--- src/sv/dtc_pkg.sv ---
// shared types and constants for the decision tree classifier
`timescale 1ns / 1ps
`default_nettype none

package dtc_pkg;

  localparam int unsigned FIELD_W           = 16;
  localparam int unsigned CLS_W             = 2;
  localparam int unsigned FEAT_SEL_W        = 2;
  localparam int unsigned NUM_FEATURES      = 4;
  localparam int unsigned IDX_W             = 8;
  localparam int unsigned TABLE_SIZE        = 255;
  localparam int unsigned NODE_W            = 1 + FEAT_SEL_W + FIELD_W + CLS_W;
  localparam int unsigned DEF_MAX_DEPTH     = 7;
  localparam int unsigned DEF_FEATURE_WIDTH = 16;

  localparam logic [CLS_W-1:0] CLS_L = 2'd0;
  localparam logic [CLS_W-1:0] CLS_B = 2'd2;

  typedef enum logic {
    OP_WRITE    = 1'b0,
    OP_CLASSIFY = 1'b1
  } op_e;

  typedef struct packed {
    logic                  is_leaf;
    logic [FEAT_SEL_W-1:0] feature;
    logic [FIELD_W-1:0]    threshold;
    logic [CLS_W-1:0]      cls;
  } node_t;

  typedef struct packed {
    logic wr;
    logic start;
    logic step;
    logic finish;
    logic push;
  } dtc_cmd_t;

  typedef struct packed {
    logic done;
  } dtc_sts_t;

endpackage

`default_nettype wire

--- src/sv/dtc_ctrl.sv ---
// controller state machine for the tree walk and result handoff
`timescale 1ns / 1ps
`default_nettype none

module dtc_ctrl
  import dtc_pkg::*;
(
  input  wire logic     clk_i,
  input  wire logic     rst_ni,
  input  wire logic     in_valid_i,
  output logic          in_stall_o,
  input  wire logic     opcode_i,
  output logic          out_valid_o,
  input  wire logic     out_stall_i,
  input  wire dtc_sts_t sts_i,
  output dtc_cmd_t      cmd_o
);

  typedef enum logic [2:0] {
    S_IDLE = 3'b001,
    S_WALK = 3'b010,
    S_PUSH = 3'b100
  } state_e;

  state_e state_q, state_d;
  logic   out_valid_q, out_valid_d;
  logic   accept;
  logic   slot_free;

  assign in_stall_o = (state_q != S_IDLE);
  assign accept     = in_valid_i && !in_stall_o;
  assign slot_free  = !out_valid_q || !out_stall_i;

  always_comb begin
    state_d = state_q;
    cmd_o   = '0;
    unique case (state_q)
      S_IDLE: begin
        if (accept) begin
          if (op_e'(opcode_i) == OP_CLASSIFY) begin
            cmd_o.start = 1'b1;
            state_d     = S_WALK;
          end else begin
            cmd_o.wr = 1'b1;
          end
        end
      end
      S_WALK: begin
        if (sts_i.done) begin
          cmd_o.finish = 1'b1;
          state_d      = S_PUSH;
        end else begin
          cmd_o.step = 1'b1;
        end
      end
      S_PUSH: begin
        if (slot_free) begin
          cmd_o.push = 1'b1;
          state_d    = S_IDLE;
        end
      end
      default: begin
        state_d = S_IDLE;
      end
    endcase
  end

  always_comb begin
    out_valid_d = out_valid_q;
    if (cmd_o.push) begin
      out_valid_d = 1'b1;
    end else if (out_valid_q && !out_stall_i) begin
      out_valid_d = 1'b0;
    end
  end

  always_ff @(posedge clk_i or negedge rst_ni) begin
    if (!rst_ni) begin
      state_q     <= S_IDLE;
      out_valid_q <= 1'b0;
    end else begin
      state_q     <= state_d;
      out_valid_q <= out_valid_d;
    end
  end

  assign out_valid_o = out_valid_q;

endmodule

`default_nettype wire

--- config.mk ---
export PLATFORM = sky130hd
export DESIGN_NAME = dtc_ctrl
export DESIGN_NICKNAME = d
export VERILOG_FILES = /design/src/sv/dtc_pkg.sv /design/src/sv/dtc_ctrl.sv
export SDC_FILE = /design/constraint.sdc
export NUM_CORES = 1
export LEC_CHECK = 0
export CAP_MARGIN = 20
export CELL_PAD_IN_SITES_DETAIL_PLACEMENT = 0
export CELL_PAD_IN_SITES_GLOBAL_PLACEMENT = 1
export CORE_AREA = 2 2 39 41
export CTS_BUF_LIST = sky130_fd_sc_hd__clkbuf_16
export DETAILED_ROUTE_END_ITERATION = 10
export DIE_AREA = 0 0 41 43
export DONT_BUFFER_PORTS = 1
export GPL_TIMING_DRIVEN = 0
export HOLD_SLACK_MARGIN = 0.06
export PLACE_DENSITY_LB_ADDON = 0.2
export SLEW_MARGIN = 20
export SYNTH_ARGS = -nofsm -noshare
export SYNTH_HDL_FRONTEND = slang
export SYNTH_SLANG_ARGS = --single-unit
--- constraint.sdc ---
create_clock -name clk_i -period 1.58 [get_ports clk_i]
set_input_delay 0.158 -clock clk_i [delete_from_list [all_inputs] [get_ports clk_i]]
set_output_delay 0.158 -clock clk_i [all_outputs]
set_load 0.02 [all_outputs]
==> out/qor.yml, run 1 <==
hold_viol: 0
wl_per_cell_um: 11.5
finalCritPeriodShare_pct: 94.3
antenna_found_initial: 0
grt_pass1_vias: 198
ir_drop_mv: 0.897
wirelength_um: 508
drcViolationCount: 0
rows: 14
cts_tree: "done"
switching_power_mw: 0.108
cts_setup_buffers: 0
setup_viol: 0
root_buffer: "clkbuf_16"
place_area_um2: 241
crit_arrival_ns: 1.33
critPathCaptureType: "output port"
worstPathRequired_ns: 1.42
clock-sinks: 4
slew_violations: 0
powerDensity_nw_per_um2: 1640
synth_seq_cells: 4
cts_max_level: 1
grt_pass1_wl_um: 807
synth_cell_type_count: 15
diodes: 0
maxSlewHeadroom_pct: 69.8
drv_cap: 0
worstHoldPathType: "in -> reg"
die_w_um: 41
multiInputGateArea_um2: 121
grt.total_usage_pct: 7.75
skew_ns: 0.00293
dieHeight_um: 43
syn_inst: 23
tightestPinTransition_ns: 0.451
coreArea_um2: 1380
grt_max_degree: 6
yosys.area.top_type: "dfrtp_1"
min_path_cells: 2
areaGrowthSynthToFinish_pct: 54.8
dr.pass1.iters: 4
drt.antenna.violating_nets: 0
ioPinCount: 13
whs_ns: 0.0699
min_period_ns: 1.49
start_util_pct: 16.0
yosysTopAreaCellShare_pct: 33.9
postLayoutCoreUtil_pct: 24.8
port_buffers: 0
synth_area_um2: 221
synth.yosys.seq_area_share_pct: 45.8
clk_pin_slew_ns: 0.03
fillers: 160
clock_path_buffers: 2
comb_power_share_pct: 7.8
vias: 175
synth_area_per_cell_um2: 9.63
drt_iter0_markers: 5
yosys_warnings: 0
drive_above_1_share_pct: 39.3
worstSetupPathType: "reg -> out"
startpoint_type: "flop"
grt_overflow: 0
seq_area_um2: 101
critPathMaxFanout: 5
setup_tns_ns: 0
syn-num-nets: 29
fp.dieArea_um2: 1760
p_clk_share_pct: 70.8
reg2reg_depth: 3
cts_made_buffers: 3
gp_congestion: 0.619
post_drt_via_cell_ratio: 3.98
clock.fmax_mhz: 671
clk_latency_ns: 0.22
synth.area.top_cells: "dfrtp_1 34%, dfstp_2 12%, nand2_1 6.8%"
leakagePower_nw: 0.152
fin_nets: 35
status: "finished clean"
rsz0062_at_grt: "false"
p_int_mw: 0.454
switching_share_pct: 19.2
p_seq_share_pct: 21.3
fin_area_um2: 343
-- layout by cell type (no fill, tap or decap) --
master,count
a21oi_1,2
and3_4,1
buf_4,1
clkbuf_16,3
dfrtp_1,3
dfstp_2,1
dlygate4sd3_1,1
inv_1,2
nand2_1,4
nand2b_4,1
nand4b_1,1
nor2_1,2
nor2_2,1
nor3_2,1
nor3b_2,2
o21bai_1,1
or2_1,1
-- per-stage QoR --
| stage | cells | worst slack (ns) | power (mW) |
|---|---|---|---|
| global placement | 39 | 0.0253 | 0.159 |
| floorplan | 23 | 0.189 | 0.154 |
| detailed placement | 39 | 0.0200 | 0.159 |
| global route | 44 | 0.0272 | 0.587 |
| finish | 44 | 0.0898 | 0.562 |
| CTS | 44 | 0.00539 | 0.568 |
-- cell families after synthesis --
family / count (synthesis) / share of synthesized area [%]
and+or+nand+nor: 14 / 41.2
buffers and inverters: 2 / 5.08
AOI/OAI and AO/OA: 3 / 7.91
DFF: 4 / 45.8
-- cell usage after synthesis, drive strengths merged --
master / instances
a21oi: 2
and3: 1
buf: 1
dfrtp: 3
dfstp: 1
inv: 1
nand2: 4
nand2b: 1
nand4b: 1
nor2: 3
nor3: 1
nor3b: 2
o21bai: 1
or2: 1
-- worst paths after layout --
path / startpoint / slack [ns] / to
max in group asynchronous: rst_ni / 1.13 / state_q[0]
setup reg to reg: state_q[2] / 0.32 / state_q[2]
hold / removal: out_stall_i / 0.07 / out_valid_o
setup / recovery: state_q[0] / 0.09 / cmd_o[4]
min in group asynchronous: rst_ni / 0.21 / state_q[2]
hold reg to reg: state_q[0] / 0.56 / state_q[0]
-- state kept, by name (all words and copies together), names as in the netlist --
register and count:
out_valid_o 1, state_q 3
-- what timing repair did --
item,in CTS,in global routing
resized for setup,1,2
setup endpoints to repair,1,2
hold buffers,1,0
pin swaps,0,0
endpoints found under the hold margin,4,0
-- per-layer routing --
layer | track usage (%) | wire, µm
met5 | 0 | 0
met4 | 8.00 | 0
met3 | 5.24 | 55
met2 | 10.6 | 272
met1 | 6.82 | 181
-- area by class of cell --
| class | count | share of cell area (%) |
|---|---|---|
| repair buffers | 1 | 2.92 |
| clock inverters | 1 | 1.09 |
| flip-flops and latches | 4 | 29.6 |
| inverters | 1 | 1.09 |
| multi-input cells | 17 | 35.4 |
| clock buffers | 3 | 21.9 |
| well taps | 16 | 5.84 |
| plain buffers | 1 | 2.19 |
-- power by group through the flow --
stage / clock network, mW / registers (mW) / logic (mW)
floorplan: 0 / 0.118 / 0.0355
global placement: 0 / 0.120 / 0.0391
detailed placement: 0 / 0.120 / 0.0391
CTS: 0.405 / 0.119 / 0.0438
global route: 0.417 / 0.121 / 0.0487
finish: 0.398 / 0.120 / 0.0440
-- worst max-delay path: stages, from the launching register on --
cell,delay [ns]
dfstp_2,0.56
nor3b_2,0.24
nand2_1,0.09
nor2_2,0.21
(Power assumes the default switching activity.)
==> run 2: changes to the inputs <==
==> constraint.sdc (replaced) <==
create_clock -name clk_i -period 1.58 [get_ports clk_i]
set_input_delay 0.158 -clock clk_i [delete_from_list [all_inputs] [get_ports clk_i]]
set_output_delay 0.158 -clock clk_i [all_outputs]
set_load 0.005 [all_outputs]
==> run 2 against run 1 <==
Highest routed layer unchanged. Clock power about the same. Combinational power fell by 29%. Die area unchanged. Worst setup slack better by 0.096 ns. Sequential power about the same. Register-to-register slack better by 0.07 ns. Design area decreased by 3.6%. Via count is 1.1% higher. Critical path depth fell by 1. Critical path type unchanged. Hold slack barely moved. Largest power group unchanged. Non-clock buffer count stayed put. Maximum frequency grew 6.9%.
==> out/qor.yml, run 2 (same netlist as run 1, synthesis figures left out) <==
r2r_setup_slack_ns: 0.39
met1_length_um: 179
diodes: 0
clock_path_buffers: 2
rows: 14
multiInputGateArea_um2: 109
critPathCaptureType: "output port"
worst-path-buf-inv: 0
wl_met3_um: 55
worstPathRequired_ns: 1.42
ir_drop_mv: 0.896
layout_commonest_cell: "nand2_1"
reg2reg_depth: 3
critPathMaxFanout: 5
grt_overflow: 0
worst-path-stages: 2
start_util_pct: 16.0
clock.fmax_mhz: 718
postLayoutCoreUtil_pct: 23.9
min_period_ns: 1.39
die_w_um: 41
cts_tree: "done"
wl_per_cell_um: 11.4
top_layer: "met3"
areaGrowthSynthToFinish_pct: 49.2
worstHoldPathType: "in -> reg"
cts_max_level: 1
whs_ns: 0.0699
critPathTopFamily: "flip-flops"
coreArea_um2: 1380
ioPinCount: 13
fin_area_um2: 330
skew_ns: 0.00296
drive_above_1_share_pct: 28.6
port_buffers: 0
rr_endpoint: "state_q[2]"
fin_nets: 35
p_total_mw: 0.548
final_cell_mix: "4 x nand2_1, 3 x nor2_1, 3 x clkbuf_16, 3 x dfrtp_1"
rsz0062_at_grt: "false"
grt_pass1_wl_um: 807
drt.antenna.violating_nets: 0
regMostFlops: "state_q"
grt_pass1_vias: 198
dr.pass1.iters: 4
largest_register_ff_count: 3
place_area_um2: 241
drcViolationCount: 0
fillers: 159
grt.total_usage_pct: 7.75
clk_pin_slew_ns: 0.03
wl_met2_um: 265
drv_cap: 0
fp.dieArea_um2: 1760
crit_end: "cmd_o[3]"
post_drt_via_cell_ratio: 4.02
grt_max_degree: 6
cts_setup_buffers: 0
drt_iter0_markers: 7
vias: 177
antenna_found_initial: 0
startpoint_type: "flop"
hold_viol: 0
slew_violations: 0
clk_latency_ns: 0.22
cts_resized: 0
r2r_start: "state_q[2]"
crit_start: "state_q[0]"
dieHeight_um: 43
crit_arrival_ns: 1.24
cts_made_buffers: 3
wirelength_um: 500
status: "finished clean"
leakagePower_nw: 0.151
gp_congestion: 0.619
path_cells: "nor3b_2, and3_4"
powerDensity_nw_per_um2: 1660
cp_slowest_stage_delay_ns: 0.55
finalCritPeriodShare_pct: 88.2
root_buffer: "clkbuf_16"
clock-sinks: 4
worstSetupPathType: "reg -> out"
setup_tns_ns: 0
setup_viol: 0
crit_slowest_cell: "dfstp_2"
maxSlewHeadroom_pct: 74.6
seq_area_um2: 101
hold_start: "out_stall_i"
tightestPinTransition_ns: 0.381
ctsHoldBuffers: 1
-- run 2: power by group --
group | internal (mW) | total, mW | switching, mW
registers | 0.111 | 0.119 | 0.00784
clock network | 0.327 | 0.398 | 0.0715
logic | 0.0161 | 0.0312 | 0.0150
total | 0.453 | 0.548 | 0.0944
-- run 2: area by class of cell --
| class | count | area share, % |
|---|---|---|
| plain buffers | 1 | 2.27 |
| clock buffers | 3 | 22.7 |
| clock inverters | 1 | 1.14 |
| inverters | 1 | 1.14 |
| multi-input cells | 17 | 33.0 |
| flip-flops and latches | 4 | 30.7 |
| well taps | 16 | 6.06 |
| repair buffers | 1 | 3.03 |
-- run 2: how the worst min path moves through the flow --
stage | endpoint | cells past startpoint
6_report | out_valid_o | 2
5_1_grt | out_valid_o | 2
2_1_floorplan | out_valid_o | 0
3_3_place_gp | state_q[2] | 0
3_5_place_dp | state_q[2] | 0
4_1_cts | out_valid_o | 2
-- run 2: through the flow --
step / worst slack (ns) / instances
finish: 0.186 / 44
global route: 0.121 / 44
CTS: 0.167 / 44
detailed placement: 0.374 / 39
global placement: 0.379 / 39
floorplan: 0.478 / 23
-- run 2: routing by layer --
metal | vias up | GRT usage [%]
met4 | 0 | 8.00
met5 | - | 0
li1 | 86 | -
met2 | 8 | 10.6
met3 | 0 | 5.24
met1 | 83 | 6.82
==> run 3: changes to the inputs <==
clock period = 1.3 ns   (was 1.58 ns; I/O delays follow)
==> run 3 against run 2 <==
Critical endpoint unchanged. Critical path depth stayed put. Die area stayed put. The flow now finishes with violations (negative setup slack). Largest cell class unchanged. Design area is 11% higher.
==> out/qor.yml, run 3 (same netlist as run 1, synthesis figures left out) <==
drt.antenna.violating_nets: 0
ioPinCount: 13
clk_pin_slew_ns: 0.03
switching_share_pct: 17.6
crit_arrival_ns: 1.19
grt_pass1_vias: 222
whs_ns: 0.130
clock-sinks: 4
skew_ns: 0.00355
p_clk_share_pct: 70.8
fin_area_um2: 368
cts_made_buffers: 3
startpoint_type: "flop"
final_cells: 47
p_int_mw: 0.565
final_cell_mix: "4 x nand2_1, 3 x nor2_1, 3 x buf_4, 3 x clkbuf_16"
areaGrowthSynthToFinish_pct: 66.1
setup_viol: 1
powerDensity_nw_per_um2: 1870
dr.pass1.iters: 1
drt_iter0_markers: 0
wl_per_cell_um: 11.3
regMostFlops: "state_q"
slew_violations: 0
layout_commonest_cell: "nand2_1"
clock.fmax_mhz: 755
worstSetupPathType: "reg -> out"
vias: 183
status: "finished, violations left"
rows: 14
die_w_um: 41
fillers: 160
worstPathRequired_ns: 1.17
min_period_ns: 1.32
dp_slack_ns: 0.0942
root_buffer: "clkbuf_16"
clk_latency_ns: 0.22
clock_path_buffers: 2
drcViolationCount: 0
fp.dieArea_um2: 1760
critPathMaxFanout: 3
wirelength_um: 533
grt_pass1_wl_um: 869
antenna_found_initial: 0
dp.cells: 39
p_seq_share_pct: 20.8
coreArea_um2: 1380
rsz0062_at_grt: "true"
fin_nets: 38
drv_cap: 0
dieHeight_um: 43
gp_congestion: 0.619
largest_register_ff_count: 3
hold_viol: 0
min_path_cells: 2
diodes: 0
drive_above_1_share_pct: 38.7
worstHoldPathType: "in -> reg"
switching_power_mw: 0.121
p_total_mw: 0.686
start_util_pct: 16.0
finalCritPeriodShare_pct: 102
post_drt_via_cell_ratio: 3.89
grt_max_degree: 5
cts_tree: "done"
place_area_um2: 241
critPathCaptureType: "output port"
reg2reg_depth: 3
tightestPinTransition_ns: 0.321
maxSlewHeadroom_pct: 78.4
grt.total_usage_pct: 8.26
port_buffers: 0
leakagePower_nw: 0.166
fin_ws_ns: -0.0239
comb_power_share_pct: 8.4
cts_max_level: 1
grt_overflow: 0
violations: "negative setup slack"
ir_drop_mv: 1.09
run 3: cell types whose count changed in the layout (fill, tap and decap cells not counted), sizes merged:
cell,previous run,this run
dlygate4sd3,1,2
buf,1,3
run 3: layout make-up:
| cell class | count | area, µm² | share of cell area (%) |
|---|---|---|---|
| sequential | 4 | 103 | 27.9 |
| clock inverter | 1 | 3.75 | 1.02 |
| buffer | 1 | 7.51 | 2.04 |
| clock buffer | 3 | 75.1 | 20.4 |
| tap | 16 | 20.0 | 5.44 |
| inverter | 1 | 3.75 | 1.02 |
| multi-input combinational | 17 | 120 | 32.7 |
| timing repair buffer | 4 | 35.0 | 9.52 |
run 3: worst paths after layout:
path | start | to | slack [ns]
max in group asynchronous | rst_ni | state_q[0] | 0.87
min | opcode_i | state_q[0] | 0.13
max | state_q[0] | cmd_o[3] | -0.02
min in group asynchronous | rst_ni | state_q[2] | 0.18
max reg2reg | state_q[0] | state_q[1] | 0.16
min reg2reg | out_valid_o | out_valid_o | 0.57
run 3: repair_timing:
item / in CTS / in global routing
setup endpoints to repair: 3 / 3
resized for setup: 2 / 1
hold buffers: 2 / 0
buffers inserted: 1 / 1
pin swaps: 3 / 1
endpoints found under the hold margin: 5 / 0
run 3: power groups by stage:
stage          combinational (mW)  sequential [mW]  clock, mW
6_report                   0.0575            0.143      0.486
5_1_grt                    0.0643            0.144      0.507
4_1_cts                    0.0534            0.144      0.492
3_5_place_dp               0.0344            0.145          0
3_3_place_gp               0.0344            0.145          0
2_1_floorplan              0.0300            0.143          0
run 3: critical path, cell delays in order, from the launching register on:
cell	delay [ns]
dfstp_2	0.53
nor3b_4	0.21
and3_4	0.23
run 3: stage by stage:
stage	setup TNS (ns)	utilization [%]
floorplan	0	-
global placement	0	17.5
detailed placement	0	17.5
CTS	-0.0717	25.9
global route	-0.131	26.6
finish	-0.0239	26.6
run 3: layer usage:
layer / track usage [%] / share of wire [%] / vias up
met5: 0 / 0 / -
met4: 8.00 / 0 / 0
met3: 5.24 / 9.0 / 0
met2: 12.2 / 54 / 7
met1: 6.82 / 37 / 84
li1: - / - / 92
